**src/rtl/tcgr_pkg.sv**
```systemverilog
`timescale 1ns / 1ps

package tcgr_pkg;

	localparam int GLYPH_LINES = 8;
	localparam int PIX_AW      = 18;
	localparam int COLOUR_W    = 8;

	localparam logic [7:0] INK_RESET   = 8'd7;
	localparam logic [7:0] PITCH_RESET = 8'd64;
	localparam logic [7:0] INK_BIAS    = 8'h30;

	typedef enum logic [1:0] {
		ACT_FONT   = 2'd0,
		ACT_TEXT   = 2'd1,
		ACT_CURSOR = 2'd2
	} action_t;

	localparam logic [7:0] CH_NUL = 8'h00;
	localparam logic [7:0] CH_BEL = 8'h07;
	localparam logic [7:0] CH_BS  = 8'h08;
	localparam logic [7:0] CH_TAB = 8'h09;
	localparam logic [7:0] CH_LF  = 8'h0A;
	localparam logic [7:0] CH_FF  = 8'h0C;

	typedef enum logic [1:0] {
		ESC_NONE = 2'd0,
		ESC_INK  = 2'd1,
		ESC_SKIP = 2'd2
	} esc_t;

	function automatic logic [7:0] flip_bits(input logic [7:0] v);
		logic [7:0] t;
		t = ((v & 8'h0f) << 4) | ((v & 8'hf0) >> 4);
		t = ((t & 8'h33) << 2) | ((t & 8'hcc) >> 2);
		t = ((t & 8'h55) << 1) | ((t & 8'haa) >> 1);
		return t;
	endfunction

endpackage

```
**src/rtl/tcgr_scan.sv**
```systemverilog
`timescale 1ns / 1ps

module tcgr_scan #(
	parameter int LAST_COLUMN = 31,
	parameter int LAST_ROW    = 31,
	localparam int CMAX = (LAST_COLUMN > 31) ? LAST_COLUMN : 31,
	localparam int RMAX = (LAST_ROW > 31) ? LAST_ROW : 31,
	localparam int CW   = $clog2(CMAX + 2),
	localparam int RW   = $clog2(RMAX + 2)
) (
	input  logic                            clk,
	input  logic                            arst_n,
	input  logic                            start,
	input  logic [RW-1:0]                   job_row,
	input  logic [CW-1:0]                   job_col,
	input  logic [7:0]                      job_ink,
	input  logic [63:0]                     job_mask,
	input  logic [7:0]                      pitch,
	output logic                            busy,
	output logic                            out_valid,
	input  logic                            out_ready,
	output logic [tcgr_pkg::PIX_AW-1:0]     pixel_address,
	output logic [tcgr_pkg::COLOUR_W-1:0]   pixel_colour,
	output logic                            last
);

	import tcgr_pkg::*;

	localparam int PW = RW + 11;
	localparam int SW = RW + 14;

	logic                busy_q;
	logic [63:0]         mask_q;
	logic [5:0]          pos_q;
	logic                ov_q;
	logic [PIX_AW-1:0]   addr_q;
	logic [COLOUR_W-1:0] colour_q;
	logic                last_q;
	logic                can_load;
	logic                step;
	logic                emit;
	logic                fin;
	logic [RW+2:0]       line_idx;
	logic [PW-1:0]       prod;
	logic [SW-1:0]       addr_full;

	assign can_load = !ov_q || out_ready;
	assign step     = busy_q && (!mask_q[0] || can_load);
	assign emit     = busy_q && mask_q[0] && can_load;
	assign fin      = (mask_q[63:1] == '0);

	assign line_idx  = {job_row, pos_q[5:3]};
	assign prod      = PW'(line_idx) * PW'(pitch);
	assign addr_full = {prod, 3'b000} + SW'({job_col, pos_q[2:0]});

	always_ff @(posedge clk or negedge arst_n) begin
		if (!arst_n) begin
			busy_q <= 1'b0;
			ov_q   <= 1'b0;
		end else begin
			if (start) begin
				busy_q <= (job_mask != '0);
			end else if (emit && fin) begin
				busy_q <= 1'b0;
			end
			if (can_load) begin
				ov_q <= emit;
			end
		end
	end

	always_ff @(posedge clk) begin
		if (start) begin
			mask_q <= job_mask;
			pos_q  <= '0;
		end else if (step) begin
			mask_q <= mask_q >> 1;
			pos_q  <= pos_q + 6'd1;
		end
		if (emit) begin
			addr_q   <= addr_full[PIX_AW-1:0];
			colour_q <= job_ink;
			last_q   <= fin;
		end
	end

	assign busy          = busy_q;
	assign out_valid     = ov_q;
	assign pixel_address = addr_q;
	assign pixel_colour  = colour_q;
	assign last          = last_q;

endmodule

```
**config.mk**
```make
export PLATFORM = sky130hd
export DESIGN_NAME = tcgr_scan
export DESIGN_NICKNAME = d
export VERILOG_FILES = /design/src/rtl/tcgr_pkg.sv /design/src/rtl/tcgr_scan.sv
export SDC_FILE = /design/constraint.sdc
export NUM_CORES = 1
export LEC_CHECK = 0
export BUFFER_PORTS_ARGS = -buffer_cell sky130_fd_sc_hd__buf_2
export CAP_MARGIN = 20
export CORE_MARGIN = 2
export CORE_UTILIZATION = 45
export CTS_BUF_LIST = sky130_fd_sc_hd__clkbuf_8
export DETAILED_ROUTE_END_ITERATION = 10
export PLACE_DENSITY_LB_ADDON = 0.08
export RECOVER_POWER = 25
export SYNTH_ARGS = -nofsm -noshare
export SYNTH_HDL_FRONTEND = slang
export SYNTH_SLANG_ARGS = --single-unit
```
**constraint.sdc**
```tcl
create_clock -name clk -period 5.95 [get_ports clk]
set_clock_uncertainty 0.15 [all_clocks]
set_input_delay 0.2975 -clock clk [delete_from_list [all_inputs] [get_ports clk]]
set_output_delay 0.2975 -clock clk [all_outputs]
set_load 0.01 [all_outputs]
```
### Word level (Yosys, flattened, before mapping)

Cells that the tools add are included.

| storage, ports and cells | value |
|---|---|
| flip-flop bits (word level) | 99 |
| logic and storage cells | 26 |

| operators by class | value |
|---|---|
| add/subtract/negate cells | 2 |
| $mul | 1 |
| multiplexer cells | 4 |
| reduce and logical (&&, ||, !) cells | 12 |

Operators with widths:

| kind | number |
|---|---|
| 64-bit two-way mux | 2 |
| 64-bit nonzero test | 1 |
| 63-bit zero test | 1 |
| 18-bit by 9-bit adder with 18-bit output | 1 |
| 9-bit by 8-bit multiplier with 15-bit output | 1 |
| 6-bit by 1-bit adder with 6-bit output, second input constant | 1 |
| 1-bit logical AND | 4 |
| 2-bit nonzero test | 2 |
| 1-bit zero test | 2 |
| 1-bit logical OR | 2 |
| 1-bit two-way mux | 2 |

### Depth between registers and ports, before layout

Gate-level depths: netlist of run 1.

| logic depth | value |
|---|---|
| depth after elaboration | 6 |
| depth in mapped cells | 19 |

### Worst setup path after synthesis of run 1

Ideal clock, no wire load.

| timing path | value |
|---|---|
| kind | flip-flop to flip-flop |
| from | register pos_q[4] |
| to | register addr_q[17], in the netlist pixel_address[17] (data pin) |
| library setup time | 0.260 ns |
| arrival | 4.338 ns |
| required time | 5.540 ns |
| slack | 1.203 ns |
| stages on the path, launching flop included | 18 |
| period minus slack after synthesis | 4.747 ns |
| path through | dfxtp_1 clkbuf_1 nand2_1 fa_1 fa_1 inv_1 fa_1 inv_1 fa_1 inv_1 ha_1 and3_1 a221oi_2 xnor2_1 nand3_2 nor4b_2 nand3_1 xnor2_1 |

| between the ends | value |
|---|---|
| cells in the longest elaborated chain, start to end | 2 |

RTL lines:

| what | RTL line | source |
|---|---|---|
| start: declaration | tcgr_scan.sv:34 | `logic [5:0] pos_q;` |
| start signal: assignment | tcgr_scan.sv:78 | `pos_q <= pos_q + 6'd1;` |
| 9-bit by 8-bit multiplier with 15-bit output | tcgr_scan.sv:53 | `assign prod = PW'(line_idx) * PW'(pitch);` |
| 18-bit by 9-bit adder with 18-bit output | tcgr_scan.sv:54 | `assign addr_full = {prod, 3'b000} + SW'({job_col, pos_q[2:0]});` |
| named net addr_full[17] | tcgr_scan.sv:45 | `logic [SW-1:0] addr_full;` |
| end signal: assignment | tcgr_scan.sv:81 | `addr_q <= addr_full[PIX_AW-1:0];` |
| end: declaration | tcgr_scan.sv:36 | `logic [PIX_AW-1:0] addr_q;` |

The timed path passes the listed nets, and every way through them passes these cells.
A chain may end at the register's enable or synchronous reset.

### Final worst setup path of run 1

| timing path | value |
|---|---|
| from | register pos_q[5] |
| to | register addr_q[17], in the netlist pixel_address[17] (data pin) |

The elaborated chain is that of the path after synthesis.

==> results of run 1 <==
## area by class of cell
class | count | area share [%]
Clock inverter | 7 | 0.969
Sequential cell | 99 | 37.4
Clock buffer | 9 | 1.60
Multi-Input combinational cell | 374 | 45.0
Inverter | 60 | 2.91
Timing Repair Buffer | 136 | 9.07
Tap cell | 184 | 2.97
## logic make-up after synthesis
logic type / synth area share, %
AO/OA/AOI/OAI: 4.13
XOR/XNOR: 3.95
adder cells (fa/ha/maj): 19.6
buffers and inverters: 4.00
flip-flops: 43.6
multiplexers: 10.8
AND/OR/NAND/NOR: 14.0
## metal layers
metal | GRT usage (%) | up-vias | share of wire (%)
met3 | 3.14 | 15 | 4.8
met2 | 27.8 | 122 | 44
met5 | 0 | - | 0
li1 | - | 2208 | -
met4 | 6.08 | 0 | 1.7
met1 | 27.6 | 2248 | 49
## what timing repair did
action	4_1_cts	5_1_grt
hold buffers	9	0
setup buffers	0	0
endpoints found under the hold margin	10	0
gates resized for setup	0	0
## Yosys cell counts (3+ instances only)
cell	instances	area, sq um
mux2_2	63	709
ha_1	37	463
fa_1	42	841
o21ai_0	6	30.0
a211oi_1	3	22.5
nor4_1	33	206
a21o_1	7	52.6
and2_1	51	319
clkbuf_1	11	41.3
edfxtp_1	91	2730
nor2_1	11	41.3
a21oi_1	11	55.1
nand4_1	13	81.3
dfxtp_1	6	120
xnor2_1	17	149
inv_1	60	225
xor2_1	13	114
or3_1	4	25.0
nand2_1	32	120
## report_power, final
group	internal [W]	total, W	switching [W]
clock network	0.000198	0.000452	0.000255
registers	0.000909	0.000957	0.0000482
logic	0.000306	0.000687	0.000382
total	0.00141	0.00210	0.000685
## critical path: stages, from the launching register on
cell	delay [ns]
dfxtp_1	0.52
nand2_1	0.13
fa_1	0.51
fa_1	0.49
inv_1	0.05
fa_1	0.47
inv_1	0.05
fa_1	0.47
inv_1	0.04
ha_1	0.33
and3_1	0.21
a221oi_2	0.37
xnor2_1	0.26
nand3_2	0.14
nor4b_2	0.36
nand3_1	0.15
xnor2_1	0.15
## state kept, by name, indices dropped and copies added (netlist names)
signal / count
pixel_colour: 8
busy: 1
out_valid: 1
pixel_address: 18
last: 1
mask_q: 64
pos_q: 6
## metrics by stage
step / area (sq um) / hold WS, ns / instances / power [W] / setup WS (ns)
finish: 7750 / 0.0662 / 869 / 0.00210 / 0.878
global route: 7750 / 0.0434 / 869 / 0.00225 / 0.561
CTS: 7780 / 0.0506 / 869 / 0.00213 / 0.847
detailed placement: 7490 / -0.0558 / 844 / 0.00167 / 0.855
global placement: 7490 / -0.0627 / 844 / 0.00165 / 0.925
floorplan: 6660 / -0.148 / 544 / 0.00147 / 1.20
## path summary, 6_finish.rpt
check | end | slack (ns) | from
min reg2reg | pixel_address[1] | 0.37 | pos_q[1]
max | pixel_address[17] | 0.88 | pos_q[5]
min in group asynchronous | busy | 0.09 | arst_n
max reg2reg | pixel_address[17] | 0.88 | pos_q[5]
max in group asynchronous | out_valid | 5.41 | arst_n
min | mask_q[63] | 0.07 | job_mask[63]
==> run_results.csv, run 1 <==
group,metric,value,unit
run_status,status,"complete, no violations",
timing,rsz0062_at_grt,"false",
placed_design,gp_congestion,0.866,
floorplanning,start_util,46.0,%
global_routing,grt_pass1_vias,4595,
yosys,synth_edf_count,91,
yosys,ys_seq_area_share,43.6,%
placed_design,place_hpwl,11100,um
yosys,synth_fp_nets,719,
yosys,ys_types,44,
cells_and_area,final_common_cell,"buf_2",
critical_path,rr_worst_depth,16,
yosys,synth-seq-cells,99,
timing,min_period,5.07,ns
critical_path,cp.required,5.95,ns
timing,slew_headroom,43.4,%
clock_tree,clock_sink_count,99,
route,vias_per_cell,5.29,
floorplanning,fp.dieH,126,um
timing,setup-tns-final,0,ns
cells_and_area,area_delta_synth_final,16.4,%
global_routing,grt_pass1_wl,23400,um
global_routing,gr-total-overflow,0,
yosys,syn_area_per_cell,12.2,sq um
clock_tree,cts_tree,"done",
yosys,yosysWarnings,0,
clock_tree,htree_levels,3,
clock_tree,clock-root-buffer,"clkbuf_8",
job,max_cap_viol_count,0,
yosys,async_flop_share,2.02,%
critical_path,crit_type,"reg -> reg",
clock_tree,clock_latency,0.39,ns
floorplanning,core,14500,sq um
timing,worstMarginPinSlew,0.849,ns
critical_path,startpoint_type,"flop",
global_routing,grt.total_usage,18.6,%
timing,max_freq,0.197,GHz
timing,finalHoldViolCount,0,
route,drt_pre_antenna_iters,4,
pwr,power_per_cell_area,270,nW/um^2
clock_tree,cts_made_buffers,9,
floorplanning,die_area,15800,sq um
pwr,irDropWorstVdd,0.127,mV
pwr,p_leak,3.31,nW
cells_and_area,multi_input_area,3490,sq um
route,num_vias,4593,
route,drt_iter0_drc,298,
route,drc_errors,0,
hold_path,hold_path_class,"in -> reg",
cells_and_area,fin_util,53.5,%
floorplanning,die_w,126,um
route,finalWirelength,14100,um
critical_path,critPathCaptureType,"flop",
route,ant_nets,0,
critical_path,crit_fanout,10,
floorplanning,fp-row-count,44,
timing,min_period_over_period,85.2,%
clock_tree,clk_transition_reported_paths,0.10,ns
global_routing,grt_max_degree,65,
hold_path,holdPathStages,2,
cells_and_area,final_nets,855,
cells_and_area,seqCellArea,2900,sq um
cells_and_area,nFillCells,1313,
yosys,synthFlopType,"edfxtp_1",
timing,final_max_slew_viol_count,0,
critical_path,arrival,5.07,ns
clock_tree,clockBufferDepth,2,
timing,setup_viol,0,
floorplanning,ios,125,
cells_and_area,drive_gt1_share,28.0,%
cells_and_area,final_cell_mix,"buf_2 (100), edfxtp_1 (91), mux2_2 (63), inv_1 (61), and2_1 (51)",
placed_design,numPortBuffers,124,
global_routing,antenna_found_initial,0,
cells_and_area,antenna_cells,0,
route,post_drt_wl_per_cell,16.3,um
yosys,syn_inst,544,
yosys,netlist_area,6660,sq um
No activity file was read; power rests on OpenSTA's default activity.
==> run 2, diff against run 1 <==
--- a/config.mk
+++ b/config.mk
@@ -8,7 +8,7 @@
 export BUFFER_PORTS_ARGS = -buffer_cell sky130_fd_sc_hd__buf_2
 export CAP_MARGIN = 20
 export CORE_MARGIN = 2
-export CORE_UTILIZATION = 45
+export CORE_UTILIZATION = 51
 export CTS_BUF_LIST = sky130_fd_sc_hd__clkbuf_8
 export DETAILED_ROUTE_END_ITERATION = 10
 export PLACE_DENSITY_LB_ADDON = 0.08
==> run_results.csv, run 2 (synthesis results as in run 1) <==
group,metric,value,unit
run_status,status,"finished with violations",
run_status,violations,"capacitance limit, slew limit",
critical_path,critPathCaptureType,"flop",
cells_and_area,final_cell_mix,"buf_2 (94), edfxtp_1 (91), mux2_2 (63), inv_1 (61), and2_1 (50)",
route,num_vias,4576,
placed_design,gp_congestion,0.800,
critical_path,r2r_slack,0.82,ns
cells_and_area,top_register,"mask_q",
floorplanning,ios,125,
global_routing,grt_max_degree,74,
floorplanning,die_area,14000,sq um
timing,fin_hold_ws,0.0787,ns
route,drt_pre_antenna_iters,4,
cells_and_area,largest_reg_flops,64,
cells_and_area,final_nets,855,
timing,max_freq,0.195,GHz
cells_and_area,fin_util,61.0,%
clock_tree,clock_sink_count,99,
floorplanning,die_w,118,um
pwr,irDropWorstVdd,0.159,mV
floorplanning,fp-row-count,41,
clock_tree,cts_made_buffers,9,
floorplanning,core,12700,sq um
clock_tree,clockBufferDepth,2,
pwr,total_power,0.00209,W
cells_and_area,area_delta_synth_final,16.0,%
route,ant_nets,0,
clock_tree,cts_resized,0,
timing,rsz0062_at_grt,"false",
route,vias_per_cell,5.34,
cells_and_area,drive_gt1_share,27.0,%
cells_and_area,antenna_cells,0,
pwr,power_per_cell_area,270,nW/um^2
timing,setup_viol,0,
cells_and_area,nFillCells,1062,
clock_tree,clock_latency,0.38,ns
global_routing,grt_pass1_wl,22900,um
critical_path,rr_worst_depth,16,
critical_path,cp.required,5.93,ns
floorplanning,start_util,52.6,%
clock_tree,cts_tree,"done",
timing,worstMarginPinSlew,3.71,ns
route,post_drt_wl_per_cell,16.0,um
pwr,p_leak,3.29,nW
clock_tree,htree_levels,3,
global_routing,grt_pass1_vias,4607,
critical_path,crit_fanout,11,
timing,min_period_over_period,86.2,%
clock_tree,clk_transition_reported_paths,0.10,ns
route,finalWirelength,13700,um
timing,final_max_slew_viol_count,74,
critical_path,arrival,5.11,ns
cells_and_area,multi_input_area,3490,sq um
critical_path,crit_type,"reg -> reg",
global_routing,grt.total_usage,20.7,%
hold_path,hold_path_class,"in -> reg",
clock_tree,post-cts-setup-buffers,0,
route,drt_iter0_drc,240,
timing,slew_headroom,-147,%
clock_tree,postCtsHoldBufs,9,
global_routing,gr-total-overflow,0,
cells_and_area,seqCellArea,2900,sq um
hold_path,holdPathStages,2,
timing,setup-tns-final,0,ns
timing,min_period,5.13,ns
placed_design,place_hpwl,10700,um
route,drc_errors,0,
global_routing,antenna_found_initial,0,
critical_path,startpoint_type,"flop",
clock_tree,clock-root-buffer,"clkbuf_8",
job,max_cap_viol_count,1,
timing,finalHoldViolCount,0,
cells_and_area,final_common_cell,"buf_2",
placed_design,numPortBuffers,124,
floorplanning,fp.dieH,118,um
run 2: power breakdown:
part	total [W]	leakage [nW]	internal (W)	switching, W
sequential	0.000956	0.998	0.000909	0.0000477
clock	0.000443	0.105	0.000198	0.000245
combinational	0.000691	2.19	0.000308	0.000382
run 2: layout make-up:
class	count	share of cell area, %
timing repair buffer	136	8.95
clock inverter	7	0.972
multi-input combinational	374	45.2
clock buffer	9	1.60
tap	172	2.78
sequential	99	37.6
inverter	60	2.91
run 2: final timing paths:
check | start | end
min in group asynchronous | arst_n | out_valid
hold reg to reg | pos_q[1] | pixel_address[1]
setup / recovery | pos_q[3] | pixel_address[17]
setup reg to reg | pos_q[3] | pixel_address[17]
hold / removal | job_mask[40] | mask_q[40]
max in group asynchronous | arst_n | busy
run 2: per-layer routing:
metal	global-route usage [%]	vias to the layer above	routed length, um
met5	0	-	0
met4	5.65	0	141
met3	3.62	13	676
met2	32.2	115	6350
met1	29.9	2236	6520
li1	-	2212	-
run 2: critical path, stage by stage, from the launching register on:
cell      delay (ns)
dfxtp_1         0.55
nand2_1         0.12
fa_1            0.47
fa_1            0.49
inv_1           0.05
fa_1            0.47
inv_1           0.05
fa_1            0.47
inv_1           0.04
ha_1            0.32
and3_1          0.21
a221oi_2        0.37
o21ai_1         0.18
xnor2_1         0.22
nor4b_2         0.43
nand3_1         0.15
xnor2_1         0.15
run 2: metrics by stage:
stage | instances | instance area, sq um | setup slack, ns
6_report | 857 | 7730 | 0.824
5_1_grt | 857 | 7730 | 0.499
4_1_cts | 857 | 7770 | 0.794
3_5_place_dp | 832 | 7480 | 0.806
3_3_place_gp | 832 | 7480 | 0.963
2_1_floorplan | 544 | 6660 | 1.20
