===== src/rtl/tcgr_pkg.sv =====
`timescale 1ns / 1ps

package tcgr_pkg;

	localparam int GLYPH_LINES = 8;
	localparam int PIX_AW      = 18;
	localparam int COLOUR_W    = 8;

	localparam logic [7:0] INK_RESET   = 8'd7;
	localparam logic [7:0] PITCH_RESET = 8'd64;
	localparam logic [7:0] INK_BIAS    = 8'h30;

	typedef enum logic [1:0] {
		ACT_FONT   = 2'd0,
		ACT_TEXT   = 2'd1,
		ACT_CURSOR = 2'd2
	} action_t;

	localparam logic [7:0] CH_NUL = 8'h00;
	localparam logic [7:0] CH_BEL = 8'h07;
	localparam logic [7:0] CH_BS  = 8'h08;
	localparam logic [7:0] CH_TAB = 8'h09;
	localparam logic [7:0] CH_LF  = 8'h0A;
	localparam logic [7:0] CH_FF  = 8'h0C;

	typedef enum logic [1:0] {
		ESC_NONE = 2'd0,
		ESC_INK  = 2'd1,
		ESC_SKIP = 2'd2
	} esc_t;

	function automatic logic [7:0] flip_bits(input logic [7:0] v);
		logic [7:0] t;
		t = ((v & 8'h0f) << 4) | ((v & 8'hf0) >> 4);
		t = ((t & 8'h33) << 2) | ((t & 8'hcc) >> 2);
		t = ((t & 8'h55) << 1) | ((t & 8'haa) >> 1);
		return t;
	endfunction

endpackage


===== src/rtl/tcgr_ctrl.sv =====
`timescale 1ns / 1ps

module tcgr_ctrl #(
	parameter int LAST_COLUMN = 31,
	parameter int LAST_ROW    = 31,
	parameter int GLYPH_COUNT = 256,
	localparam int CMAX = (LAST_COLUMN > 31) ? LAST_COLUMN : 31,
	localparam int RMAX = (LAST_ROW > 31) ? LAST_ROW : 31,
	localparam int CW   = $clog2(CMAX + 2),
	localparam int RW   = $clog2(RMAX + 2),
	localparam int AW   = $clog2(GLYPH_COUNT * 8)
) (
	input  logic          clk,
	input  logic          arst_n,
	input  logic          in_valid,
	output logic          in_ready,
	input  logic [1:0]    action,
	input  logic [7:0]    code,
	input  logic [2:0]    glyph_row,
	input  logic [7:0]    row_bits,
	input  logic [4:0]    new_column,
	input  logic [4:0]    new_row,
	output logic [AW-1:0] ram_addr,
	output logic          ram_we,
	output logic [7:0]    ram_wdata,
	input  logic [7:0]    ram_rdata,
	input  logic          scan_busy,
	output logic          scan_start,
	output logic [RW-1:0] job_row,
	output logic [CW-1:0] job_col,
	output logic [7:0]    job_ink,
	output logic [63:0]   job_mask
);

	import tcgr_pkg::*;

	localparam int CIW = AW - 3;
	localparam logic [AW-1:0] CLR_LAST = AW'(GLYPH_COUNT * 8 - 1);
	localparam logic [CW-1:0] LAST_COL_C = CW'(LAST_COLUMN);
	localparam logic [CW-1:0] TAB_LIMIT = CW'(LAST_COLUMN - 7);
	localparam logic [RW-1:0] LAST_ROW_C = RW'(LAST_ROW);
	localparam logic [8:0] GLYPH_COUNT_C = 9'(GLYPH_COUNT);

	typedef enum logic [3:0] {
		ST_CLEAR = 4'b0001,
		ST_IDLE  = 4'b0010,
		ST_FETCH = 4'b0100,
		ST_LAST  = 4'b1000
	} state_t;

	state_t          st_q;
	logic [AW-1:0]   clr_q;
	logic [2:0]      line_q;
	logic [CW-1:0]   col_q, col_n;
	logic [RW-1:0]   row_q, row_n;
	logic [7:0]      ink_q, ink_n;
	esc_t            esc_q, esc_n;
	logic [CIW-1:0]  job_code_q;
	logic [RW-1:0]   job_row_q;
	logic [CW-1:0]   job_col_q;
	logic [7:0]      job_ink_q;
	logic [7:0]      glyph_q [7];
	logic [7:0]      gl [8];
	logic            accept;
	logic            code_ok;
	logic            draw;
	logic            wrap;
	logic [2:0]      prev_line;

	assign in_ready = (st_q == ST_IDLE) && !scan_busy;
	assign accept   = in_valid && in_ready;
	assign code_ok  = {1'b0, code} < GLYPH_COUNT_C;
	assign prev_line = line_q - 3'd1;

	always_comb begin
		col_n = col_q;
		row_n = row_q;
		ink_n = ink_q;
		esc_n = esc_q;
		draw  = 1'b0;
		wrap  = 1'b0;
		case (action)
			ACT_TEXT: begin
				wrap = 1'b1;
				if (esc_q == ESC_INK) begin
					ink_n = code - INK_BIAS;
					esc_n = ESC_NONE;
				end else if (esc_q != ESC_NONE) begin
					esc_n = ESC_NONE;
				end else begin
					case (code)
						CH_NUL: wrap = 1'b0;
						CH_BS: begin
							if (col_q != '0) begin
								col_n = col_q - CW'(1);
							end
						end
						CH_TAB: begin
							if (col_q < TAB_LIMIT) begin
								col_n = col_q + CW'(5);
							end
						end
						CH_LF: begin
							col_n = '0;
							row_n = row_q + RW'(1);
						end
						CH_FF: esc_n = ESC_INK;
						CH_BEL: esc_n = ESC_SKIP;
						default: begin
							draw  = 1'b1;
							col_n = col_q + CW'(1);
						end
					endcase
				end
				if (wrap) begin
					if (col_n > LAST_COL_C) begin
						col_n = '0;
						row_n = row_n + RW'(1);
					end
					if (row_n > LAST_ROW_C) begin
						row_n = '0;
					end
				end
			end
			ACT_CURSOR: begin
				col_n = CW'(new_column);
				row_n = RW'(new_row);
			end
			default: ;
		endcase
	end

	always_comb begin
		ram_we    = 1'b0;
		ram_addr  = {job_code_q, line_q};
		ram_wdata = '0;
		case (st_q)
			ST_CLEAR: begin
				ram_we   = 1'b1;
				ram_addr = clr_q;
			end
			ST_IDLE: begin
				ram_we    = accept && (action == ACT_FONT) && code_ok;
				ram_addr  = {code[CIW-1:0], glyph_row};
				ram_wdata = flip_bits(row_bits);
			end
			default: ;
		endcase
	end

	always_ff @(posedge clk or negedge arst_n) begin
		if (!arst_n) begin
			st_q   <= ST_CLEAR;
			clr_q  <= '0;
			line_q <= '0;
			col_q  <= '0;
			row_q  <= '0;
			ink_q  <= INK_RESET;
			esc_q  <= ESC_NONE;
		end else begin
			case (st_q)
				ST_CLEAR: begin
					clr_q <= clr_q + AW'(1);
					if (clr_q == CLR_LAST) begin
						st_q <= ST_IDLE;
					end
				end
				ST_IDLE: begin
					if (accept) begin
						col_q <= col_n;
						row_q <= row_n;
						ink_q <= ink_n;
						esc_q <= esc_n;
						if (draw && code_ok) begin
							line_q <= '0;
							st_q   <= ST_FETCH;
						end
					end
				end
				ST_FETCH: begin
					line_q <= line_q + 3'd1;
					if (line_q == 3'd7) begin
						st_q <= ST_LAST;
					end
				end
				ST_LAST: st_q <= ST_IDLE;
				default: st_q <= ST_IDLE;
			endcase
		end
	end

	always_ff @(posedge clk) begin
		if (accept) begin
			job_code_q <= code[CIW-1:0];
			job_row_q  <= row_q;
			job_col_q  <= col_q;
			job_ink_q  <= ink_q;
		end
		if (st_q == ST_FETCH && line_q != 3'd0) begin
			glyph_q[prev_line] <= ram_rdata;
		end
	end

	always_comb begin
		for (int l = 0; l < 7; l++) begin
			gl[l] = glyph_q[l];
		end
		gl[7] = ram_rdata;
		for (int l = 0; l < 8; l++) begin
			for (int b = 0; b < 8; b++) begin
				job_mask[l*8+b] = gl[l][7-b];
			end
		end
	end

	assign scan_start = (st_q == ST_LAST);
	assign job_row    = job_row_q;
	assign job_col    = job_col_q;
	assign job_ink    = job_ink_q;

endmodule


===== config.mk =====
export PLATFORM = sky130hd
export DESIGN_NAME = tcgr_ctrl
export DESIGN_NICKNAME = d
export VERILOG_FILES = /design/src/rtl/tcgr_pkg.sv /design/src/rtl/tcgr_ctrl.sv
export SDC_FILE = /design/constraint.sdc
export NUM_CORES = 1
export LEC_CHECK = 0
export ABC_AREA = 1
export BUFFER_PORTS_ARGS = -buffer_cell sky130_fd_sc_hd__buf_2
export CORE_ASPECT_RATIO = 0.6
export CORE_MARGIN = 3
export CORE_UTILIZATION = 35
export CTS_CLUSTER_SIZE = 14
export DETAILED_ROUTE_END_ITERATION = 12
export SLEW_MARGIN = 15
export SYNTH_ARGS = -nofsm -noshare
export SYNTH_HDL_FRONTEND = slang
export SYNTH_SLANG_ARGS = --single-unit

===== constraint.sdc =====
create_clock -name clk -period 4.27 [get_ports clk]
set_clock_uncertainty 0.2 [all_clocks]
set_input_delay 0.2135 -clock clk [delete_from_list [all_inputs] [get_ports clk]]
set_output_delay 0.2135 -clock clk [all_outputs]
set_load 0.03 [all_outputs]

Word level (Yosys, flattened, before mapping):

Memory sizes are Yosys's and may differ from the RTL's.
Cells that the tools add are included.

* add/subtract/negate cells: 9
* $lt $le $gt $ge: 3
* equality and inequality tests: 18
* muxes and demuxes: 43
* bitwise gates (word level): 3
* reduce and logical (&&, ||, !) cells: 20

Operator list (number)
* 2-to-1 mux 6 bit: 16
* == test 8 x 4 -> 1 bit, second input constant: 4
* case mux 6 bit (2 select lines): 2
* case mux 6 bit (4 select lines): 1
* case mux 11 bit (2 select lines): 1
* adder 6 x 1 -> 6 bit, second input constant: 3
* 2-to-1 mux 4 bit: 4
* greater-than comparator 6 x 5 -> 1 bit, second input constant: 2
* case mux 4 bit (3 select lines): 1
* AND reduction 4 bit: 3
* adder 11 x 1 -> 11 bit, second input constant: 1
* == test 11 bit, second input constant: 1
* 2-to-1 mux 1 bit: 10
* == test 8 x 3 -> 1 bit, second input constant: 1
* zero test 8 bit: 1
* 2-to-1 mux 8 bit: 1
* inequality test 2 bit, second input constant: 4
* bitwise OR 8 x 4 -> 8 bit: 1
* bitwise OR 8 x 6 -> 8 bit: 1
* bitwise OR 8 x 7 -> 8 bit: 1
* subtractor 8 x 6 -> 8 bit, second input constant: 1
* adder 6 x 3 -> 6 bit, second input constant: 1
* less-than comparator 6 x 5 -> 1 bit, second input constant: 1
* 2-to-1 mux 3 bit: 2
* 24 further kinds: 32

* register bits: 68
* bits in writable memories: 56
* input bits: 43
* output and inout bits: 106
* logic and storage cells: 108
* memories: 1

Memories
* glyph_q: words 7, width 8, rd ports 7, clocked after Yosys merged registers in 0, wr ports 1, line tcgr_ctrl.sv:62 `logic [7:0] glyph_q [7];`

Longest topological paths before layout:

Gate-level depths: netlist of run 1.

* depth in word-level cells: 14
* mapped depth: 19
* gate-level depth less buffers: 19

Worst setup path before layout of run 1:

No wires, ideal clock.

* kind: register to register
* start: register st_q[3]
* end: register ink_q[6]
* data arrival time: 2.108 ns
* required time: 3.949 ns
* setup slack: 1.841 ns
* cell stages (with the launch flop): 14
* path through: dfrtp_1 nor2_1 inv_1 nor3_4 inv_2 nor2_4 nand2_1 clkinv_2 nand2_2 nor3_2 inv_2 buf_6 nand2_1 o21ai_2

* word-level cells in the longest chain between the ends: 4

Ends and longest elaborated chain
* from (decl): line tcgr_ctrl.sv:51 `state_t st_q;`
* from (signal assigned): line tcgr_ctrl.sv:153 `st_q <= ST_CLEAR;`
* from (signal assigned): line tcgr_ctrl.sv:165 `st_q <= ST_IDLE;`
* from (signal assigned): line tcgr_ctrl.sv:176 `st_q <= ST_FETCH;`
* == test 4 x 2 -> 1 bit: line tcgr_ctrl.sv:70 `assign in_ready = (st_q == ST_IDLE) && !scan_busy;`
* logical AND 1 bit: line tcgr_ctrl.sv:70
* named net in_ready: line tcgr_ctrl.sv:16 `output logic in_ready,`
* logical AND 1 bit: line tcgr_ctrl.sv:71 `assign accept = in_valid && in_ready;`
* named net accept: line tcgr_ctrl.sv:64 `logic accept;`
* AND reduction 4 bit (no line)
* to (signal assigned): line tcgr_ctrl.sv:172 `ink_q <= ink_n;`
* to (decl): line tcgr_ctrl.sv:56 `logic [7:0] ink_q, ink_n;`

The timed path passes the listed nets, and every way through them passes these cells.
A chain may end at the register's enable or synchronous reset.

Worst setup path in the final report of run 1:

* start: register st_q[2]
* end: output ram_addr[0]

* word-level cells in the longest chain between the ends: 2

Ends and longest elaborated chain
* == test 4 x 2 -> 1 bit / == test 4 x 1 -> 1 bit (equally long branches): line tcgr_ctrl.sv:137 `case (st_q)`
* case mux 11 bit (2 select lines) (*): line tcgr_ctrl.sv:137
* to (decl): line tcgr_ctrl.sv:23 `output logic [AW-1:0] ram_addr,`

Every way passes the cells marked *; elsewhere a longest branch is shown, timed or not.

==> metrics.txt, run 1 <==
# TYPE chip_impl_metric gauge
chip_impl_info{name="kind_of_launch_point_of_the_worst_setup_path",value="register"} 1
chip_impl_metric{name="post_synth_mux_area_share",unit=""} 0
chip_impl_metric{name="cts_resized",unit=""} 0
chip_impl_metric{name="yosys.cell_types.count",unit=""} 45
chip_impl_metric{name="max_slew.worst_pin.slew",unit="ps"} 1080
chip_impl_metric{name="gr-usage-all-layers",unit=""} 0.168
chip_impl_info{name="clockRootBuffer",value="sky130_fd_sc_hd__clkbuf_16"} 1
chip_impl_info{name="hold_path_class",value="in2reg"} 1
chip_impl_metric{name="die_area",unit="um^2"} 18500
chip_impl_info{name="yosys.cell_count.top_type",value="sky130_fd_sc_hd__nand2_1"} 1
chip_impl_metric{name="yosysSeqAreaShare",unit=""} 0.597
chip_impl_metric{name="dp_hpwl",unit="mm"} 11.3
chip_impl_info{name="dominant_cell_type_by_area_after_synthesis",value="sky130_fd_sc_hd__edfxtp_1"} 1
chip_impl_metric{name="synth_compound_gate_area_share",unit=""} 0.0854
chip_impl_metric{name="synth_simple_gate_area_share",unit=""} 0.191
chip_impl_info{name="leading_cell_types_by_total_area_after_synthesis",value="sky130_fd_sc_hd__edfxtp_1 (43%), sky130_fd_sc_hd__dfrtp_1 (15%), sky130_fd_sc_hd__nand2_1 (7.2%), sky130_fd_sc_hd__inv_1 (3.7%), sky130_fd_sc_hd__ha_1 (3.0%)"} 1
chip_impl_info{name="timing.critical_path.to_type",value="output port"} 1
chip_impl_metric{name="finalWirelength",unit="mm"} 15.3
chip_impl_metric{name="yosys.area_share.adder",unit=""} 0.0297
chip_impl_metric{name="initial_core_util",unit=""} 0.360
chip_impl_metric{name="antenna_found_initial",unit=""} 0
chip_impl_metric{name="average_vias_per_placed_instance",unit=""} 4.73
chip_impl_metric{name="relSlewSlack",unit=""} 0.280
chip_impl_info{name="setup.worst_path.class",value="reg2out"} 1
chip_impl_metric{name="tritoncts_num_sinks",unit=""} 124
chip_impl_metric{name="worst_ep_arrival_time",unit="ps"} 2390
chip_impl_metric{name="finalNetCount",unit=""} 797
chip_impl_metric{name="area_growth_syn_to_layout",unit="%"} 30.7
chip_impl_metric{name="die_width",unit="um"} 174
chip_impl_metric{name="post_cts_buffers",unit=""} 0
chip_impl_metric{name="cap_violations",unit=""} 0
chip_impl_metric{name="drt_pre_antenna_iters",unit=""} 5
chip_impl_info{name="largest_family_of_logic_cells_by_synthesized_area",value="simple AND/OR/NAND/NOR gates"} 1
chip_impl_metric{name="timing.final.setup_violations",unit=""} 0
chip_impl_metric{name="synth_largest_type_area_fraction",unit=""} 0.427
chip_impl_info{name="rsz0062_at_grt",value="false"} 1
chip_impl_metric{name="critPathMaxStageDelay",unit="ps"} 560
chip_impl_info{name="run_status",value="completed"} 1
chip_impl_metric{name="cts.reportedPaths.clkPinSlew",unit="ps"} 60
chip_impl_metric{name="synth.ff_latch_count",unit=""} 124
chip_impl_info{name="critical_path.cell_chain",value="nor2_1, inv_1, nor3_1, buf_4, nor2_1, inv_1, o211ai_1, buf_2"} 1
chip_impl_metric{name="postRouteAntennaNets",unit=""} 0
chip_impl_metric{name="design.core.area",unit="um^2"} 16400
chip_impl_metric{name="post-route-drc-count",unit=""} 0
chip_impl_info{name="synth_flop_cell",value="sky130_fd_sc_hd__edfxtp_1"} 1
chip_impl_metric{name="worstPathBufferInverterCount",unit=""} 4
chip_impl_metric{name="endpoints_failing_hold",unit=""} 0
chip_impl_metric{name="grt_max_degree",unit=""} 41
chip_impl_metric{name="final_period_minus_worst_setup_slack",unit="ps"} 2800
chip_impl_metric{name="buffer_ports.inserted",unit=""} 148
chip_impl_metric{name="cts_buffers",unit=""} 17
chip_impl_metric{name="cts_htree_levels",unit=""} 4
chip_impl_metric{name="number_of_cells_produced_by_synthesis",unit=""} 557
chip_impl_metric{name="drt_iter0_drc",unit=""} 262
chip_impl_metric{name="vdd.ir_drop.worst",unit="mV"} 0.267
chip_impl_metric{name="post_synth_xor_area_fraction",unit=""} 0.0326
chip_impl_metric{name="routed_len_inst",unit="um"} 15.6
chip_impl_metric{name="dr_total_vias",unit=""} 4641
chip_impl_metric{name="rows",unit=""} 36
chip_impl_metric{name="grt_pass1_wl",unit="mm"} 24.2
chip_impl_metric{name="pin_count",unit=""} 149
chip_impl_metric{name="finalMaxSlewViolations",unit=""} 0
chip_impl_metric{name="die_h",unit="um"} 107
chip_impl_info{name="synth_commonest_cells",value="sky130_fd_sc_hd__nand2_1 (114), sky130_fd_sc_hd__edfxtp_1 (84), sky130_fd_sc_hd__inv_1 (59)"} 1
chip_impl_metric{name="final_layout_size_suffix_gt1_frac",unit=""} 0.325
chip_impl_metric{name="largest_fanout_of_any_net_on_the_critical_path",unit=""} 13
chip_impl_info{name="worst_path_dominant_cell_family",value="buffers and inverters"} 1
chip_impl_metric{name="synthesis.area_per_instance",unit="um^2"} 10.6
chip_impl_metric{name="fin_tns_setup",unit="ps"} 0
chip_impl_metric{name="synth.net_count",unit=""} 614
chip_impl_metric{name="cellLeakagePower",unit="nW"} 3.40
chip_impl_metric{name="netlist_area",unit="um^2"} 5910
chip_impl_metric{name="clock_insertion_delay_worst_skew",unit="ps"} 410
chip_impl_metric{name="cp_data_required_time",unit="ps"} 3860
chip_impl_metric{name="yosys_warnings",unit=""} 0
chip_impl_info{name="slowest_stage",value="sky130_fd_sc_hd__nor2_1"} 1
chip_impl_metric{name="synth_async_sr_flop_share",unit=""} 0.323
chip_impl_metric{name="grt_pass1_vias",unit=""} 4544
chip_impl_metric{name="cts_hold_repair.buffers",unit=""} 27
chip_impl_metric{name="power_per_cell_area",unit="nW/um^2"} 526
chip_impl_metric{name="synth-edff-count",unit=""} 84
chip_impl_metric{name="post-route-period-util",unit=""} 0.656
chip_impl_metric{name="gp_congestion",unit=""} 0.925
chip_impl_metric{name="clk_path_buf_depth",unit=""} 2
chip_impl_info{name="tritoncts",value="yes"} 1
chip_impl_metric{name="grt_overflow",unit=""} 0
chip_impl_metric{name="max_frequency",unit="MHz"} 357
chip_impl_metric{name="fin_worst_hold_slack",unit="ps"} 135
chip_impl_metric{name="antennaDiodeCount",unit=""} 0
report_power, final:
part / leakage [nW] / switching, W / total [W] / internal (W)
registers: 1.27 / 0.000119 / 0.00157 / 0.00145
logic: 1.86 / 0.000756 / 0.00110 / 0.000349
clock network: 0.275 / 0.000608 / 0.00138 / 0.000776
layer usage:
metal / global-route usage / vias up / wire length (um)
met5: 0 / - / 0
met4: 0.0545 / 0 / 231
met3: 0.0432 / 19 / 823
met2: 0.260 / 144 / 6960
met1: 0.233 / 2231 / 7320
li1: - / 2247 / -
cell usage in the layout, fill, tap and decap left out, drive strengths merged:
cell type    Yosys  final
dlygate4sd3      0     27
nand2          131    131
xnor2            2      2
o21bai           1      1
inv             73     82
dfstp            4      4
ha              14     14
clkinvlp         0      3
a31oi            2      2
o211ai           9      9
nand4            6      6
o22ai            4      4
clkinv           1      4
o221ai           7      7
xor2            20     20
o21ai           24     24
dfrtp           36     36
a21boi           1      1
o31ai            1      1
buf             13    153
nand3           30     30
a21oi           20     20
edfxtp          84     84
a22oi            5      5
clkbuf           3     17
nor3             8      8
nor2            53     53
o2111ai          1      1
nand3b           1      1
or2              1      1
nor4             2      2
state kept, by name, summed over array words and instances, names as in the netlist, 8 cells and up:
| name | cells |
|---|---|
| glyph_q | 56 |
| clr_q | 11 |
| job_ink | 8 |
| job_code_q | 8 |
| ink_q | 8 |
per-stage QoR:
stage / area [um^2] / utilization / total power (W) / std cells / setup slack (ps)
6_report: 7720 / 0.471 / 0.00406 / 981 / 1470
5_1_grt: 7720 / 0.471 / 0.00429 / 981 / 1270
4_1_cts: 7720 / 0.471 / 0.00410 / 981 / 1490
3_5_place_dp: 6870 / 0.419 / 0.00268 / 922 / 1550
3_3_place_gp: 6870 / 0.419 / 0.00266 / 922 / 1730
2_1_floorplan: 5910 / - / 0.00237 / 557 / 1840
layout make-up:
| type | instances | area [um^2] |
|---|---|---|
| multi-input combinational | 343 | 2000 |
| clock buffer | 17 | 425 |
| timing repair buffer | 180 | 1050 |
| clock inverter | 15 | 153 |
| fill | 1529 | 8680 |
| inverter | 74 | 279 |
| tap | 228 | 285 |
| sequential | 124 | 3530 |
cells by family (layout without fill, tap and decap cells):
family	after synthesis	in the layout
buf+inv	90	286
compound gates	75	75
simple gates	232	232
fa+ha+maj	14	14
flops	124	124
xor+xnor	22	22
path summary, 6_finish.rpt:
check / cells past startpoint / end / from / slack [ps]
worst max-delay path: 8 / ram_addr[0] / st_q[2]$_DFFE_PN0P_ / 1470
worst min-delay path: 5 / esc_q[1]$_DFFE_PN0P_ / action[0] / 130
worst max register to register: 12 / row_q[3]$_DFFE_PN0P_ / st_q[2]$_DFFE_PN0P_ / 1550
worst min register to register: 0 / job_ink[5]$_DFFE_PP_ / ink_q[5]$_DFFE_PN0P_ / 240
max in group asynchronous: 2 / clr_q[4]$_DFFE_PN0N_ / arst_n / 2950
min in group asynchronous: 2 / col_q[0]$_DFFE_PN0P_ / arst_n / 290
worst reg2reg max path, stage by stage (launching register included):
cell and delay, ps:
sky130_fd_sc_hd__dfrtp_1 390, sky130_fd_sc_hd__nor2_1 90, sky130_fd_sc_hd__inv_1 80, sky130_fd_sc_hd__nor3_4 290
sky130_fd_sc_hd__inv_2 230, sky130_fd_sc_hd__nor2_4 130, sky130_fd_sc_hd__nand2_1 70, sky130_fd_sc_hd__clkinv_2 260
sky130_fd_sc_hd__nand2_2 290, sky130_fd_sc_hd__inv_1 280, sky130_fd_sc_hd__nand3_1 100, sky130_fd_sc_hd__o21ai_0 120
sky130_fd_sc_hd__o21bai_1 130
Note: power is estimated with default switching activity, not from simulation.
==> inputs of run 2 (changes only) <==
- ABC_AREA: 1 -> 0
- clock period: 4.27 -> 2.75 ns (I/O delays scaled with it)
==> run 2 against run 1 <==
Sequential cell count unchanged; clock power up 49%; final cell count down 2.5%; clock-buffer cell count unchanged; register-to-register slack got worse by 1400 ps; sequential share of layout area fell by 2.6 points; routed wire length grew 13%.
==> metrics.txt, run 2 <==
# TYPE chip_impl_metric gauge
chip_impl_metric{name="relSlewSlack",unit=""} 0.351
chip_impl_metric{name="design.core.area",unit="um^2"} 15800
chip_impl_metric{name="worst_ep_arrival_time",unit="ps"} 2290
chip_impl_metric{name="multi_input_comb_area",unit="um^2"} 2230
chip_impl_metric{name="final_period_minus_worst_setup_slack",unit="ps"} 2630
chip_impl_info{name="setup.worst_path.end",value="ram_addr[2]"} 1
chip_impl_metric{name="regArea",unit="um^2"} 3530
chip_impl_metric{name="num-fill-cells",unit=""} 1369
chip_impl_info{name="timing.critical_path.to_type",value="output port"} 1
chip_impl_metric{name="gp_congestion",unit=""} 0.889
chip_impl_metric{name="timing.final.setup_violations",unit=""} 0
chip_impl_metric{name="synth.net_count",unit=""} 548
chip_impl_info{name="synth_commonest_cells",value="sky130_fd_sc_hd__edfxtp_1 (84), sky130_fd_sc_hd__nand2_1 (57), sky130_fd_sc_hd__dfrtp_1 (36)"} 1
chip_impl_metric{name="cts_buffers",unit=""} 17
chip_impl_metric{name="pin_count",unit=""} 149
chip_impl_metric{name="post-route-drc-count",unit=""} 0
chip_impl_metric{name="synth-edff-count",unit=""} 84
chip_impl_metric{name="grt_pass1_vias",unit=""} 4937
chip_impl_metric{name="largest_fanout_of_any_net_on_the_critical_path",unit=""} 22
chip_impl_info{name="dominant_cell_type_by_area_after_synthesis",value="sky130_fd_sc_hd__edfxtp_1"} 1
chip_impl_info{name="run_status",value="completed"} 1
chip_impl_metric{name="clock_insertion_delay_worst_skew",unit="ps"} 410
chip_impl_metric{name="r2r_setup_slack",unit="ps"} 160
chip_impl_metric{name="power_per_cell_area",unit="nW/um^2"} 653
chip_impl_metric{name="yosys.cell_types.count",unit=""} 70
chip_impl_info{name="r2r-start",value="col_q[0]$_DFFE_PN0P_"} 1
chip_impl_metric{name="grt_pass1_wl",unit="mm"} 27.2
chip_impl_info{name="registers.top_by_ff_count",value="glyph_q"} 1
chip_impl_metric{name="drt_iter0_drc",unit=""} 510
chip_impl_metric{name="dp_hpwl",unit="mm"} 12.6
chip_impl_metric{name="finalNetCount",unit=""} 778
chip_impl_info{name="worstSetupStartpoint",value="st_q[0]$_DFFE_PN1P_"} 1
chip_impl_metric{name="tritoncts_num_sinks",unit=""} 124
chip_impl_metric{name="post-layout-total-power",unit="W"} 0.00534
chip_impl_metric{name="synth.ff_latch_count",unit=""} 124
chip_impl_info{name="tritoncts",value="yes"} 1
chip_impl_info{name="hold_path_class",value="in2reg"} 1
chip_impl_info{name="slowest_stage",value="sky130_fd_sc_hd__dfstp_2"} 1
chip_impl_metric{name="max_slew.worst_pin.slew",unit="ps"} 974
chip_impl_metric{name="die_width",unit="um"} 173
chip_impl_metric{name="cp_data_required_time",unit="ps"} 2410
chip_impl_metric{name="area_growth_syn_to_layout",unit="%"} 40.2
chip_impl_metric{name="clk_path_buf_depth",unit=""} 2
chip_impl_metric{name="grt_max_degree",unit=""} 41
chip_impl_info{name="yosys.cell_count.top_type",value="sky130_fd_sc_hd__edfxtp_1"} 1
chip_impl_metric{name="buffer_ports.inserted",unit=""} 148
chip_impl_metric{name="antennaDiodeCount",unit=""} 0
chip_impl_metric{name="met2RoutedLength",unit="mm"} 7.28
chip_impl_metric{name="cts.reportedPaths.clkPinSlew",unit="ps"} 60
chip_impl_metric{name="endpoints_failing_hold",unit=""} 0
chip_impl_metric{name="yosysSeqAreaShare",unit=""} 0.605
chip_impl_metric{name="synth_async_sr_flop_share",unit=""} 0.323
chip_impl_metric{name="final_layout_size_suffix_gt1_frac",unit=""} 0.388
chip_impl_metric{name="place.detailed.instances",unit=""} 892
chip_impl_metric{name="r2r_cells",unit=""} 9
chip_impl_info{name="clockRootBuffer",value="sky130_fd_sc_hd__clkbuf_16"} 1
chip_impl_metric{name="routed_len_inst",unit="um"} 18.1
chip_impl_metric{name="synthesis.area_per_instance",unit="um^2"} 11.9
chip_impl_metric{name="wl_met3",unit="mm"} 1.21
chip_impl_metric{name="netlist_area",unit="um^2"} 5830
chip_impl_metric{name="gr-usage-all-layers",unit=""} 0.189
chip_impl_metric{name="dr_total_vias",unit=""} 4875
chip_impl_metric{name="post-route-period-util",unit=""} 0.956
chip_impl_info{name="synth_flop_cell",value="sky130_fd_sc_hd__edfxtp_1"} 1
chip_impl_metric{name="wl_met1",unit="mm"} 8.49
chip_impl_metric{name="die_h",unit="um"} 106
chip_impl_metric{name="number_of_cells_produced_by_synthesis",unit=""} 491
chip_impl_metric{name="initial_core_util",unit=""} 0.369
chip_impl_metric{name="die_area",unit="um^2"} 18300
chip_impl_metric{name="rows",unit=""} 35
chip_impl_metric{name="cap_violations",unit=""} 0
chip_impl_metric{name="grt_overflow",unit=""} 0
chip_impl_info{name="top_layer_used",value="met4"} 1
chip_impl_metric{name="cellLeakagePower",unit="nW"} 3.43
chip_impl_info{name="layout.cells.most_common",value="sky130_fd_sc_hd__buf_2"} 1
chip_impl_info{name="reg.largest.list",value="glyph_q x56, clr_q x11"} 1
chip_impl_metric{name="yosys_warnings",unit=""} 0
chip_impl_metric{name="largest_register_ffs",unit=""} 56
chip_impl_metric{name="average_vias_per_placed_instance",unit=""} 5.10
chip_impl_metric{name="synth_largest_type_area_fraction",unit=""} 0.432
chip_impl_metric{name="vdd.ir_drop.worst",unit="mV"} 0.437
chip_impl_info{name="critical_path.cell_chain",value="nor4b_4, buf_4, nor2_1, buf_4, nand2_1, nand2_1, buf_2"} 1
chip_impl_metric{name="max_frequency",unit="MHz"} 380
chip_impl_metric{name="finish.cell_count_without_fillers",unit=""} 956
chip_impl_metric{name="antenna_found_initial",unit=""} 0
chip_impl_info{name="setup.worst_path.class",value="reg2out"} 1
chip_impl_info{name="rsz0062_at_grt",value="false"} 1
chip_impl_info{name="worst_r2r_endpoint",value="col_q[3]$_DFFE_PN0P_"} 1
chip_impl_metric{name="finalWirelength",unit="mm"} 17.3
chip_impl_metric{name="drt_pre_antenna_iters",unit=""} 5
chip_impl_info{name="kind_of_launch_point_of_the_worst_setup_path",value="register"} 1
chip_impl_info{name="most_frequent_cells_in_the_layout",value="sky130_fd_sc_hd__buf_2 (148), sky130_fd_sc_hd__edfxtp_1 (84), sky130_fd_sc_hd__buf_4 (63)"} 1
chip_impl_info{name="leading_cell_types_by_total_area_after_synthesis",value="sky130_fd_sc_hd__edfxtp_1 (43%), sky130_fd_sc_hd__dfrtp_1 (15%), sky130_fd_sc_hd__nand2_1 (3.7%), sky130_fd_sc_hd__ha_1 (3.0%), sky130_fd_sc_hd__xnor2_1 (2.3%)"} 1
chip_impl_metric{name="cts_htree_levels",unit=""} 4
chip_impl_metric{name="postRouteAntennaNets",unit=""} 0
chip_impl_metric{name="finalMaxSlewViolations",unit=""} 0
chip_impl_metric{name="critPathMaxStageDelay",unit="ps"} 610
## run 2: changes by cell type in the layout (fill, tap and decap cells not counted), moves of 8 or more
cell and delta:
sky130_fd_sc_hd__and2_1 +10, sky130_fd_sc_hd__nand2_1 -57, sky130_fd_sc_hd__mux2_2 +8, sky130_fd_sc_hd__inv_2 -14, sky130_fd_sc_hd__xnor2_1 +13, sky130_fd_sc_hd__o21ai_2 -8
sky130_fd_sc_hd__inv_1 -48, sky130_fd_sc_hd__xor2_1 -13, sky130_fd_sc_hd__buf_4 +58, sky130_fd_sc_hd__nand2_2 -10, sky130_fd_sc_hd__nor2_1 -12
## run 2: layout make-up
class	instances	share of cell area
Sequential cell	124	0.431
Multi-Input combinational cell	323	0.273
Timing Repair Buffer	244	0.190
Clock buffer	17	0.0520
Tap cell	222	0.0340
Clock inverter	15	0.0141
Inverter	11	0.00505
## run 2: stage by stage
step,setup TNS [ps],util,hold WS (ps),setup slack [ps],area (um^2)
3_5_place_dp,-507,0.455,144,-174,7200
3_3_place_gp,-180,0.455,135,-67.1,7200
6_report,0,0.517,15.0,121,8180
2_1_floorplan,0,-,-358,4.80,5860
5_1_grt,0,0.517,22.7,5.72,8180
4_1_cts,0,0.510,1.45,9.70,8060
## run 2: what timing repair did
action / in CTS / in global routing
cloned: 0 / 0
resized for setup: 4 / 19
pin swaps: 0 / 1
buffers inserted: 0 / 1
setup endpoints to repair: 4 / 18
hold buffers: 31 / 0
hold endpoints to repair: 115 / 0
## run 2: how the worst min path moves through the flow
| stage | startpoint | end | slack, ps | cells past startpoint |
|---|---|---|---|---|
| CTS | in_valid | job_code_q[4]$_DFFE_PP_ | 1 | 2 |
| global route | in_valid | job_code_q[4]$_DFFE_PP_ | 20 | 2 |
| global placement | arst_n | row_q[0]$_DFFE_PN0P_ | 140 | 1 |
| detailed placement | arst_n | row_q[0]$_DFFE_PN0P_ | 140 | 1 |
| finish | code[7] | esc_q[0]$_DFFE_PN0P_ | 10 | 5 |
| floorplan | arst_n | clr_q[0]$_DFFE_PN0N_ | -360 | 0 |
## run 2: critical path: cells and delay by family (launching register included)
kind	cells	cell delay [ps]
buffers and inverters	3	640
AND/OR/NAND/NOR	4	640
flip-flops	1	610
## run 2: logic make-up after synthesis
group,Yosys count,share of synthesized area
flops,124,0.605
buf+inv,44,0.0369
compound gates,88,0.106
simple gates,189,0.171
mux,10,0.0189
fa+ha+maj,14,0.0300
xor+xnor,22,0.0330
## run 2: per-layer routing
metal  vias to the layer above  GRT usage
met5                         -          0
li1                       2271          -
met2                       185      0.272
met1                      2394      0.275
met4                         0     0.0647
met3                        25     0.0525
## run 2: power by group
group          total, W  switching [W]  internal (W)
sequential      0.00221       0.000111       0.00210
combinational   0.00108       0.000617      0.000459
clock           0.00205       0.000886       0.00117
==> inputs of run 3 (changes only) <==
- CAP_MARGIN: unset -> 10
- PLACE_DENSITY_LB_ADDON: unset -> 0.08
- SLEW_MARGIN: 15 -> 20
==> run 3 against run 2 <==
Critical endpoint is now col_q[1]$_DFFE_PN0P_; highest routed layer unchanged; cell area is 1.6% higher; clock power grew 13%; sequential share of layout area decreased by 0.69 points; sequential cell count unchanged; clock-buffer cell count is 1 higher; total power up 5.2%; largest power group is now the clock network.
==> metrics.txt, run 3 (synthesized netlist as in run 2, its figures left out) <==
# TYPE chip_impl_metric gauge
chip_impl_metric{name="finish.cell_count_without_fillers",unit=""} 960
chip_impl_metric{name="die_h",unit="um"} 106
chip_impl_metric{name="clk_path_buf_depth",unit=""} 2
chip_impl_metric{name="cts_htree_levels",unit=""} 4
chip_impl_metric{name="grt_max_degree",unit=""} 41
chip_impl_metric{name="cts.reportedPaths.clkPinSlew",unit="ps"} 60
chip_impl_metric{name="grt_pass1_wl",unit="mm"} 27.2
chip_impl_metric{name="tritoncts_num_sinks",unit=""} 124
chip_impl_info{name="run_status",value="completed"} 1
chip_impl_metric{name="max_slew.worst_pin.slew",unit="ps"} 594
chip_impl_metric{name="area_growth_syn_to_layout",unit="%"} 42.5
chip_impl_metric{name="gr-usage-all-layers",unit=""} 0.190
chip_impl_metric{name="pin_count",unit=""} 149
chip_impl_info{name="worstSetupStartpoint",value="code[3]"} 1
chip_impl_metric{name="largest_fanout_of_any_net_on_the_critical_path",unit=""} 8
chip_impl_metric{name="finalWirelength",unit="mm"} 17.2
chip_impl_metric{name="finalMaxSlewViolations",unit=""} 0
chip_impl_metric{name="buffer_ports.inserted",unit=""} 148
chip_impl_metric{name="gp_congestion",unit=""} 0.869
chip_impl_metric{name="dr_total_vias",unit=""} 4877
chip_impl_metric{name="timing.final.ws_setup",unit="ps"} 134
chip_impl_metric{name="clock_insertion_delay_worst_skew",unit="ps"} 410
chip_impl_metric{name="largest_register_ffs",unit=""} 56
chip_impl_info{name="layout.cells.most_common",value="sky130_fd_sc_hd__buf_2"} 1
chip_impl_metric{name="die_area",unit="um^2"} 18300
chip_impl_metric{name="post-route-drc-count",unit=""} 0
chip_impl_metric{name="rows",unit=""} 35
chip_impl_metric{name="cp_data_required_time",unit="ps"} 2870
chip_impl_metric{name="drt_pre_antenna_iters",unit=""} 5
chip_impl_metric{name="max_frequency",unit="MHz"} 382
chip_impl_metric{name="finish.utilization",unit=""} 0.526
chip_impl_metric{name="antenna_found_initial",unit=""} 0
chip_impl_metric{name="postRouteAntennaNets",unit=""} 0
chip_impl_metric{name="place.detailed.instances",unit=""} 891
chip_impl_metric{name="cts_buffers",unit=""} 17
chip_impl_metric{name="final_period_minus_worst_setup_slack",unit="ps"} 2620
chip_impl_metric{name="average_vias_per_placed_instance",unit=""} 5.08
chip_impl_info{name="hold_path.startpoint",value="code[7]"} 1
chip_impl_info{name="critical_path.cell_chain",value="dlygate4sd3_1, buf_2, buf_4, nor3b_2, a2111oi_4, a2bb2oi_2, o21a_1, or2_4, buf_4, nor2_1, nand3_1, o211ai_1"} 1
chip_impl_info{name="slowest_stage",value="sky130_fd_sc_hd__dlygate4sd3_1"} 1
chip_impl_metric{name="critPathMaxStageDelay",unit="ps"} 520
chip_impl_info{name="clockRootBuffer",value="sky130_fd_sc_hd__clkbuf_16"} 1
chip_impl_metric{name="grt_pass1_vias",unit=""} 4853
chip_impl_metric{name="worst_ep_arrival_time",unit="ps"} 2740
chip_impl_metric{name="relSlewSlack",unit=""} 0.604
chip_impl_metric{name="vdd.ir_drop.worst",unit="mV"} 0.454
chip_impl_metric{name="endpoints_failing_hold",unit=""} 0
chip_impl_info{name="hold_path_class",value="in2reg"} 1
chip_impl_info{name="registers.top_by_ff_count",value="glyph_q"} 1
chip_impl_metric{name="num-fill-cells",unit=""} 1354
chip_impl_info{name="r2r-start",value="col_q[0]$_DFFE_PN0P_"} 1
chip_impl_metric{name="grt_overflow",unit=""} 0
chip_impl_info{name="crit_path_most_repeated_cell",value="sky130_fd_sc_hd__buf_4"} 1
chip_impl_info{name="reg.largest.list",value="glyph_q x56, clr_q x11"} 1
chip_impl_metric{name="antennaDiodeCount",unit=""} 0
chip_impl_metric{name="power_per_cell_area",unit="nW/um^2"} 676
chip_impl_metric{name="routed_len_inst",unit="um"} 18.0
chip_impl_metric{name="timing.final.setup_violations",unit=""} 0
chip_impl_metric{name="final_layout_size_suffix_gt1_frac",unit=""} 0.390
chip_impl_metric{name="drt_iter0_drc",unit=""} 415
chip_impl_metric{name="cellLeakagePower",unit="nW"} 3.48
chip_impl_info{name="timing.critical_path.to_type",value="register"} 1
chip_impl_metric{name="die_width",unit="um"} 173
chip_impl_info{name="kind_of_launch_point_of_the_worst_setup_path",value="input port"} 1
chip_impl_metric{name="dp_worst_setup_slack",unit="ps"} -145
chip_impl_info{name="setup.worst_path.class",value="in2reg"} 1
chip_impl_info{name="most_frequent_cells_in_the_layout",value="sky130_fd_sc_hd__buf_2 (146), sky130_fd_sc_hd__edfxtp_1 (84), sky130_fd_sc_hd__buf_4 (65)"} 1
chip_impl_info{name="tritoncts",value="yes"} 1
chip_impl_metric{name="design.core.area",unit="um^2"} 15800
chip_impl_metric{name="cap_violations",unit=""} 0
chip_impl_metric{name="dp_hpwl",unit="mm"} 12.5
chip_impl_metric{name="finalNetCount",unit=""} 782
chip_impl_metric{name="post-route-period-util",unit=""} 0.951
chip_impl_metric{name="initial_core_util",unit=""} 0.369
run 3: path summary, 6_finish.rpt:
path / endpoint / slack (ps) / cells past startpoint
max: col_q[1]$_DFFE_PN0P_ / 130 / 12
min: esc_q[0]$_DFFE_PN0P_ / 50 / 5
max reg2reg: col_q[1]$_DFFE_PN0P_ / 140 / 11
min reg2reg: job_ink[6]$_DFFE_PP_ / 250 / 0
max in group asynchronous: ink_q[1]$_DFFE_PN1P_ / 1290 / 4
min in group asynchronous: row_q[0]$_DFFE_PN0P_ / 500 / 3
run 3: worst max-delay path: cells and delay by family:
kind | cells | cell delay (ps)
buf+inv | 4 | 1080
simple gates | 4 | 850
compound gates | 4 | 650
run 3: layer usage:
layer / track usage / share of wire / up-vias
met1: 0.291 / 0.51 / 2403
li1: - / - / 2290
met4: 0.0312 / 0.0052 / 0
met3: 0.0500 / 0.066 / 6
met5: 0 / 0 / -
met2: 0.272 / 0.42 / 178
run 3: report_power, final:
group / leakage [nW] / total (W) / internal, W / switching [W]
clock: 0.289 / 0.00231 / 0.00144 / 0.000864
combinational: 1.91 / 0.00112 / 0.000475 / 0.000648
sequential: 1.29 / 0.00219 / 0.00210 / 0.0000839
run 3: stage by stage:
stage	cell area (um^2)	TNS (ps)	total power (W)	hold WS [ps]
after floorplan	5860	0	0.00281	-358
after detailed placement	7190	-494	0.00322	152
after CTS	8130	0	0.00559	30.7
after global placement	7190	-173	0.00322	149
after global routing	8310	-2.54	0.00586	97.8
final	8310	0	0.00562	54.0
run 3: layout make-up:
| class | count | area [um^2] | area share |
|---|---|---|---|
| inverters | 11 | 41.3 | 0.00497 |
| well taps | 222 | 278 | 0.0334 |
| multi-input cells | 323 | 2250 | 0.271 |
| flip-flops and latches | 124 | 3530 | 0.425 |
| clock buffers | 18 | 429 | 0.0516 |
| repair buffers | 248 | 1600 | 0.192 |
| clock inverters | 14 | 183 | 0.0220 |
run 3: repair_timing:
| item | CTS | global route |
|---|---|---|
| endpoints found under the setup margin | 6 | 17 |
| hold buffers | 32 | 1 |
| resized for setup | 4 | 25 |
| buffers inserted | 0 | 3 |
| hold endpoints to repair | 114 | 10 |
| pin swaps | 0 | 2 |
